### src/design/sluf_pkg.sv
// Shared types, constants and a helper function for the signed literal union-find block.
package sluf_pkg;

    localparam int VAR_COUNT  = 1024;
    localparam int VAR_W      = $clog2(VAR_COUNT);
    localparam int LIT_W      = 12;
    localparam int MODE_W     = 2;
    localparam int S_TDATA_W  = 24;
    localparam int M_TDATA_W  = 16;
    localparam int M_TUSER_W  = 2;
    localparam int QDEPTH     = 2;
    localparam int QPTR_W     = $clog2(QDEPTH);
    localparam int QCNT_W     = $clog2(QDEPTH + 1);

    typedef logic [VAR_W-1:0]        var_idx_t;
    typedef logic signed [LIT_W-1:0] lit_t;

    typedef enum logic [MODE_W-1:0] {
        MODE_FIND  = 2'd0,
        MODE_UNION = 2'd1,
        MODE_CLEAR = 2'd2
    } mode_t;

    typedef enum logic [2:0] {
        CMD_NOP,
        CMD_FIND,
        CMD_UNION,
        CMD_CLEAR,
        CMD_BAD
    } cmd_kind_t;

    // Classified command handed from the front end to the back end.
    typedef struct packed {
        cmd_kind_t kind;
        var_idx_t  var_a;
        logic      neg_a;
        var_idx_t  var_b;
        logic      neg_b;
    } cmd_t;

    // One link table entry.
    typedef struct packed {
        logic     link;
        var_idx_t par;
        logic     pol;
    } entry_t;

    // Turns a variable index and a polarity into a signed literal.
    function automatic lit_t enc_lit(input var_idx_t idx, input logic neg);
        logic [LIT_W-1:0] mag;
        mag = LIT_W'(idx) + LIT_W'(1);
        return neg ? lit_t'(-mag) : lit_t'(mag);
    endfunction

endpackage

### src/design/sluf_front.sv
// Front end: accepts input beats, checks literals and classifies each item into a command.
module sluf_front (
    input  logic                       s_valid,
    output logic                       s_ready,
    input  logic [sluf_pkg::MODE_W-1:0] mode,
    input  sluf_pkg::lit_t             lit_a,
    input  sluf_pkg::lit_t             lit_b,
    input  logic                       q_full,
    input  logic                       init_busy,
    output logic                       push,
    output sluf_pkg::cmd_t             cmd
);
    import sluf_pkg::*;

    logic             neg_a;
    logic             neg_b;
    logic [LIT_W-1:0] mag_a;
    logic [LIT_W-1:0] mag_b;
    logic             ok_a;
    logic             ok_b;

    assign s_ready = !q_full && !init_busy;
    assign push    = s_valid && s_ready;

    always_comb begin
        neg_a = lit_a[LIT_W-1];
        neg_b = lit_b[LIT_W-1];
        // The most negative code keeps its magnitude as an unsigned value.
        mag_a = neg_a ? LIT_W'(-lit_a) : LIT_W'(lit_a);
        mag_b = neg_b ? LIT_W'(-lit_b) : LIT_W'(lit_b);
        ok_a  = (mag_a != '0) && (mag_a <= LIT_W'(VAR_COUNT));
        ok_b  = (mag_b != '0) && (mag_b <= LIT_W'(VAR_COUNT));

        cmd.var_a = VAR_W'(mag_a - LIT_W'(1));
        cmd.neg_a = neg_a;
        cmd.var_b = VAR_W'(mag_b - LIT_W'(1));
        cmd.neg_b = neg_b;

        unique case (mode_t'(mode))
            MODE_FIND: begin
                cmd.kind = ok_a ? CMD_FIND : CMD_BAD;
            end
            MODE_UNION: begin
                cmd.kind = (ok_a && ok_b) ? CMD_UNION : CMD_BAD;
            end
            MODE_CLEAR: begin
                cmd.kind = CMD_CLEAR;
            end
            default: begin
                cmd.kind = CMD_NOP;
            end
        endcase
    end

endmodule

### config.mk
export PLATFORM = sky130hd
export DESIGN_NAME = sluf_front
export DESIGN_NICKNAME = d
export VERILOG_FILES = /design/src/design/sluf_pkg.sv /design/src/design/sluf_front.sv
export SDC_FILE = /design/constraint.sdc
export NUM_CORES = 1
export LEC_CHECK = 0
export ABC_AREA = 1
export BUFFER_PORTS_ARGS = -buffer_cell sky130_fd_sc_hd__buf_2
export CAP_MARGIN = 15
export CORE_MARGIN = 3
export CORE_UTILIZATION = 46
export DETAILED_ROUTE_END_ITERATION = 8
export PLACE_DENSITY = 0.88
export SYNTH_ARGS = -nofsm -noshare
export SYNTH_HDL_FRONTEND = slang
export SYNTH_SLANG_ARGS = --single-unit
### constraint.sdc
create_clock -name vclk -period 1.8
set_clock_uncertainty 0.15 [all_clocks]
set_input_delay 0.18 -clock vclk [all_inputs]
set_output_delay 0.18 -clock vclk [all_outputs]
set_load 0.01 [all_outputs]
==> results_dict.tcl <==
set metrics [dict create \
    swShare_pct 56.24 \
    nets 393 \
    fmax_mhz 437.9 \
    use_met1_pct 33.07 \
    worst_path_max_delay_cell "nand4_1" \
    grt_busiest_layer "met2" \
    drtAntennaViolNets 0 \
    layout_commonest_cell "nand2_1" \
    dieHeight_um 59.44 \
    die_area_um2 3533 \
    p_comb_share_pct 100.0 \
    intPower_uw 309.8 \
    drt_iter0_drc 236 \
    synth_area_um2 1314 \
    vias_per_cell 6.078 \
    register_area_um2 0 \
    initial_utilization_pct 50.72 \
    endpoint_kind "output port" \
    min_period_ps 2284 \
    yosysWarnings 0 \
    finalMaxSlewViolations 0 \
    final_cell_mix "58 x nand2_1, 52 x buf_2, 49 x buf_4" \
    use_met3_pct 1.307 \
    p_leak_uw 0.001335 \
    pre_cts_slack_ps -340.6 \
    grt_use_total_pct 31.08 \
    holdWs_ps 464.0 \
    period_share_pct 126.9 \
    num_antenna_cells 0 \
    place_hpwl_um 3407 \
    wire_per_inst_um 19.09 \
    firstDrtPassIters 6 \
    die_w_um 59.44 \
    syn_nets 280 \
    setup_viol 18 \
    status "finished with violations" \
    fillers 87 \
    setup_ws_ps -483.7 \
    synth_cell_type_count 28 \
    place.port_buffers 56 \
    cp-start-kind "input port" \
    antenna_found_initial 0 \
    clkPwrFrac_pct 0 \
    seqPwrFrac_pct 0 \
    finalPower_uw 708.0 \
    crit_path_cell_trace "buf_8 > inv_12 > ha_4 > inv_4 > nor2_4 > nand4_1 > nand3_1 > nand2_1 > nor2_1 > nand3_2 > nand2_1 > nand2_2 > nor2_2 > nor2_2 > buf_2" \
    critical-path-max-stage-delay_ps 230 \
    synthCells 246 \
    grt_use_met2_pct 61.15 \
    pin_count 56 \
    cp_data_required_time_ps 1470 \
    drive_above_1_share_pct 60.22 \
    tightest_slew_ps 520.6 \
    wl_um 7387 \
    rsz0062_at_grt "true" \
    critical_path_class "in2out" \
    coreArea_um2 2590 \
    yosysSeqAreaShare_pct 0 \
    path_max_fanout 4 \
    rows 18 \
    grt_max_degree 11 \
    failed_checks "setup timing" \
    placedInstanceArea_um2 1979 \
    grt_pass1_wl_um 8625 \
    globalRouteOverflowTotal 0 \
    maxSlewHeadroom_pct 65.02 \
    vdd_drop_max_uv 289.8 \
    drv_cap 0 \
    syn_area_per_cell_um2 5.340 \
    drc 0 \
    final_cell_area_um2 2399 \
    globalplace.congestion 0.9044 \
    clockBufferCount 0 \
    critPathTopFamily "simple AND/OR/NAND/NOR gates" \
    design.seq.count 0 \
    worstPathBufferInverterCount 4 \
    grt_pass1_vias 1974 \
    finalHoldViolCount 0 \
    num_vias 2352 \
    area_growth_pct 82.57 \
    min_path_type "in2out" \
    worstPathArrival_ps 1950 \
    postCtsHoldBufs 0 \
    p_per_area_nw_per_um2 295.2 \
    switching_power_uw 398.2 \
]
-- per-stage QoR --
step,std cells,util [%],setup TNS (ps)
after global placement,366,76.43,-2207
after global routing,387,92.61,-5488
after detailed placement,366,76.43,-2852
after floorplan,246,-,-18.05
after CTS,378,84.98,-1283
final,387,92.61,-4123
-- worst paths after layout --
check | from | end | slack [ps] | cells past startpoint
worst min-delay path | q_full | push | 460 | 3
worst max-delay path | lit_a[0] | cmd[22] | -480 | 15
-- power groups by stage --
stage / sequential [uW] / combinational, uW / clock (uW)
after global placement: 0 / 502 / 0
after floorplan: 0 / 300 / 0
after global routing: 0 / 748 / 0
after detailed placement: 0 / 523 / 0
after CTS: 0 / 584 / 0
final: 0 / 708 / 0
-- layer usage --
metal	wire, um	up-vias	share of wire (%)
met4	788	0	11
met2	3509	245	48
met3	829	99	11
li1	-	989	-
met5	0	-	0
met1	2260	1019	31
-- layout make-up --
| type | instances | area [um^2] | area share [%] |
|---|---|---|---|
| Timing Repair Buffer | 117 | 832.0 | 34.69 |
| Tap cell | 30 | 37.54 | 1.565 |
| Multi-Input combinational cell | 197 | 1333 | 55.56 |
| Inverter | 43 | 196.4 | 8.190 |
-- repair_timing --
item	CTS	global route
setup buffers	13	11
resized for setup	35	39
endpoints found under the setup margin	15	18
cloned	0	0
pin swaps	33	25
-- cell usage after synthesis --
cell type,instances,area (um^2)
nand2_1,70,262.8
inv_1,35,131.4
nand3_1,27,135.1
nor2_1,26,97.59
nand2_2,18,112.6
xor2_1,12,105.1
inv_2,8,30.03
ha_1,5,62.56
nand3_2,5,50.05
nor2_2,5,31.28
o21ai_0,5,25.02
nand4_1,4,25.02
buf_4,3,22.52
buf_6,3,33.78
nor3_4,3,48.80
nor2_4,2,22.52
nor3_2,2,20.02
o21ai_2,2,17.52
xnor2_1,2,17.52
a21oi_1,1,5.000
nand2_4,1,11.26
nand3b_1,1,7.510
nor3_1,1,5.000
nor3b_1,1,7.510
nor4_1,1,6.260
o211ai_1,1,7.510
o21ai_1,1,5.000
o21bai_1,1,7.510
-- logic make-up (layout without fill, tap and decap cells) --
family                   count (synthesis)  after routing  share of synthesized area, %
AND/OR/NAND/NOR                        167            167                         64.19
buffers and inverters                   49            160                         16.57
XOR/XNOR                                14             14                         9.334
AO/OA/AOI/OAI                           11             11                         5.142
adder cells (fa/ha/maj)                  5              5                         4.762
Note: power is estimated with default switching activity, not from simulation.
