[config.mk]
export PLATFORM = sky130hd
export DESIGN_NAME = sluf_queue
export DESIGN_NICKNAME = d
export VERILOG_FILES = /design/src/design/sluf_pkg.sv /design/src/design/sluf_queue.sv
export SDC_FILE = /design/constraint.sdc
export NUM_CORES = 1
export LEC_CHECK = 0
export ABC_CLOCK_PERIOD_IN_PS = 1750
export BUFFER_PORTS_ARGS = -buffer_cell sky130_fd_sc_hd__buf_2
export CELL_PAD_IN_SITES_DETAIL_PLACEMENT = 0
export CELL_PAD_IN_SITES_GLOBAL_PLACEMENT = 1
export CORE_ASPECT_RATIO = 0.75
export CORE_MARGIN = 2
export CORE_UTILIZATION = 38
export CTS_BUF_LIST = sky130_fd_sc_hd__clkbuf_4 sky130_fd_sc_hd__clkbuf_8 sky130_fd_sc_hd__clkbuf_16
export DETAILED_ROUTE_END_ITERATION = 6
export PLACE_DENSITY_LB_ADDON = 0.1
export SLEW_MARGIN = 10
export SYNTH_ARGS = -nofsm -noshare
export SYNTH_HDL_FRONTEND = slang
export SYNTH_SLANG_ARGS = --single-unit
[constraint.sdc]
create_clock -name aclk -period 1.75 [get_ports aclk]
set_input_delay 0.0875 -clock aclk [delete_from_list [all_inputs] [get_ports aclk]]
set_output_delay 0.0875 -clock aclk [all_outputs]
set_load 0.02 [all_outputs]
[src/design/sluf_pkg.sv]
// Shared types, constants and a helper function for the signed literal union-find block.
package sluf_pkg;

    localparam int VAR_COUNT  = 1024;
    localparam int VAR_W      = $clog2(VAR_COUNT);
    localparam int LIT_W      = 12;
    localparam int MODE_W     = 2;
    localparam int S_TDATA_W  = 24;
    localparam int M_TDATA_W  = 16;
    localparam int M_TUSER_W  = 2;
    localparam int QDEPTH     = 2;
    localparam int QPTR_W     = $clog2(QDEPTH);
    localparam int QCNT_W     = $clog2(QDEPTH + 1);

    typedef logic [VAR_W-1:0]        var_idx_t;
    typedef logic signed [LIT_W-1:0] lit_t;

    typedef enum logic [MODE_W-1:0] {
        MODE_FIND  = 2'd0,
        MODE_UNION = 2'd1,
        MODE_CLEAR = 2'd2
    } mode_t;

    typedef enum logic [2:0] {
        CMD_NOP,
        CMD_FIND,
        CMD_UNION,
        CMD_CLEAR,
        CMD_BAD
    } cmd_kind_t;

    // Classified command handed from the front end to the back end.
    typedef struct packed {
        cmd_kind_t kind;
        var_idx_t  var_a;
        logic      neg_a;
        var_idx_t  var_b;
        logic      neg_b;
    } cmd_t;

    // One link table entry.
    typedef struct packed {
        logic     link;
        var_idx_t par;
        logic     pol;
    } entry_t;

    // Turns a variable index and a polarity into a signed literal.
    function automatic lit_t enc_lit(input var_idx_t idx, input logic neg);
        logic [LIT_W-1:0] mag;
        mag = LIT_W'(idx) + LIT_W'(1);
        return neg ? lit_t'(-mag) : lit_t'(mag);
    endfunction

endpackage

[src/design/sluf_queue.sv]
// Short command queue between the front end and the back end.
module sluf_queue (
    input  logic           aclk,
    input  logic           aresetn,
    input  logic           push,
    input  sluf_pkg::cmd_t push_cmd,
    input  logic           pop,
    output sluf_pkg::cmd_t head_cmd,
    output logic           not_empty,
    output logic           full
);
    import sluf_pkg::*;

    cmd_t              q_mem [QDEPTH];
    logic [QPTR_W-1:0] wr_ptr_reg;
    logic [QPTR_W-1:0] wr_ptr_next;
    logic [QPTR_W-1:0] rd_ptr_reg;
    logic [QPTR_W-1:0] rd_ptr_next;
    logic [QCNT_W-1:0] count_reg;
    logic [QCNT_W-1:0] count_next;

    assign full      = (count_reg == QCNT_W'(QDEPTH));
    assign not_empty = (count_reg != '0);
    assign head_cmd  = q_mem[rd_ptr_reg];

    always_comb begin
        wr_ptr_next = push ? wr_ptr_reg + QPTR_W'(1) : wr_ptr_reg;
        rd_ptr_next = pop  ? rd_ptr_reg + QPTR_W'(1) : rd_ptr_reg;
        count_next  = count_reg;
        if (push && !pop) begin
            count_next = count_reg + QCNT_W'(1);
        end else if (pop && !push) begin
            count_next = count_reg - QCNT_W'(1);
        end
    end

    always_ff @(posedge aclk) begin
        if (push) begin
            q_mem[wr_ptr_reg] <= push_cmd;
        end
    end

    always_ff @(posedge aclk) begin
        if (!aresetn) begin
            wr_ptr_reg <= '0;
            rd_ptr_reg <= '0;
            count_reg  <= '0;
        end else begin
            wr_ptr_reg <= wr_ptr_next;
            rd_ptr_reg <= rd_ptr_next;
            count_reg  <= count_next;
        end
    end

endmodule

==> results.yml, run 1 <==
outcome:
  outcome: "finished clean"
pwr:
  p_leak_nw: 1.080
  power_density_nw_per_um2: 999.4
  power_mw: 2.784
  irDropWorstVdd_mv: 0.4905
critical_path:
  r2r-start: "wr_ptr_reg"
  required_ns: 1.66
  r2r_cells: 2
  r2r-end: "q_mem[1][0]"
  arrival_ns: 1.44
  path_max_fanout: 19
  crit_end: "head_cmd[23]"
  setup.worst_path.class: "flip-flop to output pin"
  start_kind: "flip-flop"
  r2r_slack_ns: 0.67
  endpoint_kind: "output pin"
final_layout:
  nets: 220
  layout-drive-gt1-share_pct: 50.79
  area_growth_pct: 37.58
  largest_reg_flops: 50
  antenna_cells: 0
cts:
  cts.root.buffer_cell: "clkbuf_8"
  cts_tree: "done"
  clock_latency_ns: 0.29
  path_clk_slew_ns: 0.09
  cts_resized: 0
  cts_buffers: 5
  clkSinkCount: 55
  clockBufferDepth: 2
  cts_htree_levels: 2
timing:
  hold_violations: 0
  rsz0062_at_grt: "false"
  fin_skew_ns: 0.002939
  relSlewSlack_pct: 82.96
  slew_viol_final: 0
  fin_crit_sh_pct: 87.27
  setup_violations: 0
  max_freq_mhz: 654.8
  worst_slew_pin_slew_ns: 0.2555
  period_minus_slack_ns: 1.527
  hold_ws_ns: 0.05499
  tns_ns: 0
global_route:
  antenna_found_initial: 0
  grt_pass1_wl_mm: 5.382
  grt_remaining_overflow: 0
  grt_pass1_vias: 1241
  grtUsageTotal_pct: 12.34
  grt_max_degree: 20
die:
  placementRows: 22
  die_w_um: 88.28
  ioPinCount: 56
  die_h_um: 67.21
  start_util_pct: 40.41
  fp.dieArea_sq_um: 5933
  fp.coreArea_sq_um: 5010
routing:
  vias_per_cell: 4.293
  vias: 1129
  firstDrtPassIters: 4
  wl_per_cell_um: 13.12
  drc: 0
  antenna_left: 0
  first_iter_violations: 16
  totalWireLength_mm: 3.451
yosys:
  synth_top_area_share_pct: 74.17
  synth_area_per_cell_sq_um: 20.24
  synth_nets: 130
  synthTopCellsByArea: "edfxtp_1, mux2_2, dfxtp_1, and2_1, xor2_1"
  syn_inst: 100
  yosysUniqueCellTypes: 17
  synth_largest_area_cell: "edfxtp_1"
  ys_warn_count: 0
  synth_area_sq_um: 2024
  ys_seq_elements: 55
  ys_seq_area_share_pct: 79.11
place:
  dpl.hpwl_mm: 2.266
  io_buffers: 55
  gp_congestion: 0.6003
flow_run:
  cap_violations: 0
hold_path:
  hold_class: "input port to flip-flop"
synth_stat cells:
library cell and n:
edfxtp_1 50, mux2_2 25, dfxtp_1 5, and2_1 4, buf_4 2, nor2b_1 2, xor2_1 2, a21boi_1 1
and2b_2 1, buf_2 1, ha_1 1, inv_1 1, o21a_1 1, o21ai_0 1, or2_2 1, or3_1 1
xnor2_1 1
kinds of logic after synthesis:
group | count (synthesis) | synth area share (%)
fa+ha+maj | 1 | 0.6179
simple gates | 9 | 2.905
buf+inv | 4 | 1.174
compound gates | 3 | 0.9889
xor+xnor | 3 | 1.298
mux | 25 | 13.91
flops | 55 | 79.11
routing by layer:
metal	GRT usage [%]	routed length, um	share of wire (%)
met1	13.22	1439	42
met2	22.37	1792	52
met3	4.279	181	5.2
met4	5.114	36	1.0
met5	0	0	0
repair_timing:
item,CTS,global route
endpoints found under the setup margin,0,0
hold buffers,25,0
endpoints found under the hold margin,50,0
buffers inserted,0,0
worst max-delay path, cell delays in order (launching register included):
cell	delay, ns
dfxtp_1	0.34
buf_4	0.26
mux2_2	0.37
buf_2	0.16
worst min-delay path by stage:
stage / from / end / cells after the start
2_1_floorplan: push_cmd[0] / q_mem[0][0] / 0
3_3_place_gp: push_cmd[17] / q_mem[1][17] / 1
3_5_place_dp: push_cmd[18] / q_mem[0][18] / 1
4_1_cts: aresetn / wr_ptr_reg / 2
5_1_grt: aresetn / wr_ptr_reg / 2
6_report: aresetn / flip-flop / 2
stage by stage:
stage	std cells	utilization [%]	area, sq um	worst slack, ns
2_1_floorplan	100	-	2027	0.3449
3_3_place_gp	230	48.25	2417	0.5353
3_5_place_dp	230	48.25	2417	0.5367
4_1_cts	263	55.59	2785	0.1945
5_1_grt	263	55.59	2785	0.1374
6_report	263	55.59	2785	0.2228
cell usage in the layout, fill, tap and decap left out:
cell type / Yosys / routed
mux2_2: 25 / 25
a21boi_1: 1 / 1
buf_4: 2 / 6
nor2b_1: 2 / 1
o21ai_0: 1 / 1
edfxtp_1: 50 / 50
xnor2_1: 1 / 1
and2b_2: 1 / 1
inv_1: 1 / 1
clkinv_2: 0 / 1
bufinv_16: 0 / 1
ha_1: 1 / 1
clkbuf_8: 0 / 6
or2_2: 1 / 1
and2_1: 4 / 4
dfxtp_1: 5 / 5
o21a_1: 1 / 1
nor2b_2: 0 / 1
dlygate4sd3_1: 0 / 25
buf_2: 1 / 55
or3_1: 1 / 1
xor2_1: 2 / 2
power breakdown:
part	total (mW)	switching (mW)	internal (mW)
combinational	0.412	0.212	0.200
sequential	1.53	0.0214	1.51
clock	0.840	0.377	0.463
total	2.78	0.610	2.17
layout make-up:
cell class / instances / area (sq um)
sequential: 55 / 1602
tap: 72 / 90.09
clock inverter: 2 / 35.03
inverter: 1 / 3.754
multi-input combinational: 41 / 401.6
timing repair buffer: 86 / 570.5
fill: 429 / 2225
clock buffer: 6 / 82.58
Note: power is estimated with default switching activity, not from simulation.
==> run 2, diff against run 1 <==
--- a/config.mk
+++ b/config.mk
@@ -7,11 +7,12 @@
 export LEC_CHECK = 0
 export ABC_CLOCK_PERIOD_IN_PS = 1750
 export BUFFER_PORTS_ARGS = -buffer_cell sky130_fd_sc_hd__buf_2
-export CELL_PAD_IN_SITES_DETAIL_PLACEMENT = 0
-export CELL_PAD_IN_SITES_GLOBAL_PLACEMENT = 1
+export CAP_MARGIN = 5
+export CELL_PAD_IN_SITES_DETAIL_PLACEMENT = 1
+export CELL_PAD_IN_SITES_GLOBAL_PLACEMENT = 2
 export CORE_ASPECT_RATIO = 0.75
 export CORE_MARGIN = 2
-export CORE_UTILIZATION = 38
+export CORE_UTILIZATION = 33
 export CTS_BUF_LIST = sky130_fd_sc_hd__clkbuf_4 sky130_fd_sc_hd__clkbuf_8 sky130_fd_sc_hd__clkbuf_16
 export DETAILED_ROUTE_END_ITERATION = 6
 export PLACE_DENSITY_LB_ADDON = 0.1
==> run 2 against run 1 <==
Effect of this change: cell area down 1.5%; die area increased by 14%; fmax is 1.5% lower; flip-flop and latch count did not move; final cell count up 1.5%; clock power fell by 22%; sequential share of layout area up 0.87 points; non-clock buffer count is 2 lower.
==> results.yml, run 2 (synthesized netlist as in run 1, its figures left out) <==
hold_path:
  whs_path_depth: 2
  hold_class: "input port to flip-flop"
place:
  dpl.hpwl_mm: 2.529
  io_buffers: 55
  dp_slack_ns: 0.5065
  gp_congestion: 0.6732
cts:
  cts.root.buffer_cell: "clkbuf_8"
  cts_htree_levels: 2
  clkSinkCount: 55
  clock_latency_ns: 0.30
  path_clk_slew_ns: 0.09
  cts_tree: "done"
  clockBufferDepth: 2
  cts_buffers: 5
  post_cts_buffers: 0
global_route:
  grt_pass1_wl_mm: 6.168
  grt_remaining_overflow: 0
  grt_pass1_vias: 1262
  grtUsageTotal_pct: 12.24
  antenna_found_initial: 0
  grt_max_degree: 27
routing:
  drc: 0
  vias: 1144
  totalWireLength_mm: 3.878
  first_iter_violations: 25
  vias_per_cell: 4.285
  antenna_left: 0
  wl_per_cell_um: 14.52
  firstDrtPassIters: 2
final_layout:
  antenna_cells: 0
  layout_common_cells: "buf_2, edfxtp_1, mux2_2, dlygate4sd3_1"
  area_growth_pct: 35.54
  layout_commonest_cell: "buf_2"
  nets: 218
  largest_reg_flops: 50
  layout-drive-gt1-share_pct: 49.21
critical_path:
  endpoint_kind: "output pin"
  cpPeakStageDelay_ns: 0.38
  crit_end: "head_cmd[12]"
  crit_chain: "buf_4, mux2_2, buf_2"
  required_ns: 1.66
  crit_family: "buffers and inverters"
  r2r_slack_ns: 0.58
  path_buf_inv: 2
  crit_path_top_delay_cell: "mux2_2"
  r2r-end: "q_mem[1][5]"
  path_max_fanout: 19
  setup.worst_path.class: "flip-flop to output pin"
  r2r_cells: 2
  worst-path-stages: 3
  r2r-start: "wr_ptr_reg"
  arrival_ns: 1.46
  start_kind: "flip-flop"
timing:
  slew_viol_final: 0
  worst_slew_pin_slew_ns: 0.3672
  fin_crit_sh_pct: 88.61
  fin_skew_ns: 0.003349
  fin_ws_ns: 0.1993
  hold_violations: 0
  hold_ws_ns: 0.04181
  max_freq_mhz: 644.9
  period_minus_slack_ns: 1.551
  setup_violations: 0
  rsz0062_at_grt: "false"
  tns_ns: 0
  relSlewSlack_pct: 75.52
flow_run:
  cap_violations: 0
die:
  start_util_pct: 34.57
  die_w_um: 94.44
  ioPinCount: 56
  die_h_um: 71.83
  fp.coreArea_sq_um: 5856
  placementRows: 24
  fp.dieArea_sq_um: 6784
pwr:
  irDropWorstVdd_mv: 0.4993
  power_mw: 2.606
  power_density_nw_per_um2: 949.9
  p_leak_nw: 1.047
outcome:
  outcome: "finished clean"
-- run 2: final cells by class --
| type | instances | area [sq um] |
|---|---|---|
| clock buffer | 5 | 68.82 |
| timing repair buffer | 84 | 555.5 |
| sequential | 55 | 1602 |
| inverter | 1 | 3.754 |
| multi-input combinational | 41 | 401.6 |
| fill | 601 | 3112 |
| clock inverter | 3 | 15.01 |
| tap | 78 | 97.59 |
-- run 2: worst min-delay path by stage --
stage                      startpoint          end
after detailed placement  push_cmd[3]  q_mem[0][3]
after global routing          aresetn   wr_ptr_reg
after global placement    push_cmd[0]  q_mem[0][0]
final                         aresetn   wr_ptr_reg
after CTS                     aresetn   wr_ptr_reg
after floorplan           push_cmd[0]  q_mem[0][0]
-- run 2: power by group --
group | switching, mW | internal, mW
logic | 0.217 | 0.197
clock network | 0.385 | 0.273
registers | 0.0229 | 1.51
-- run 2: routing by layer --
metal	GRT usage [%]	wire length [um]
met5	0	0
met4	4.348	34
met3	3.365	192
met2	20.95	1995
met1	15.00	1656
-- run 2: what timing repair did --
item / in CTS / in global routing
hold buffers: 25 / 0
gates resized for setup: 0 / 0
hold endpoints to repair: 50 / 0
-- run 2: metrics by stage --
step / util (%) / instance area (sq um) / std cells
after detailed placement: 41.15 / 2410 / 234
after floorplan: - / 2027 / 100
after CTS: 46.86 / 2744 / 267
after global placement: 41.15 / 2410 / 234
after global routing: 46.86 / 2744 / 267
final: 46.86 / 2744 / 267
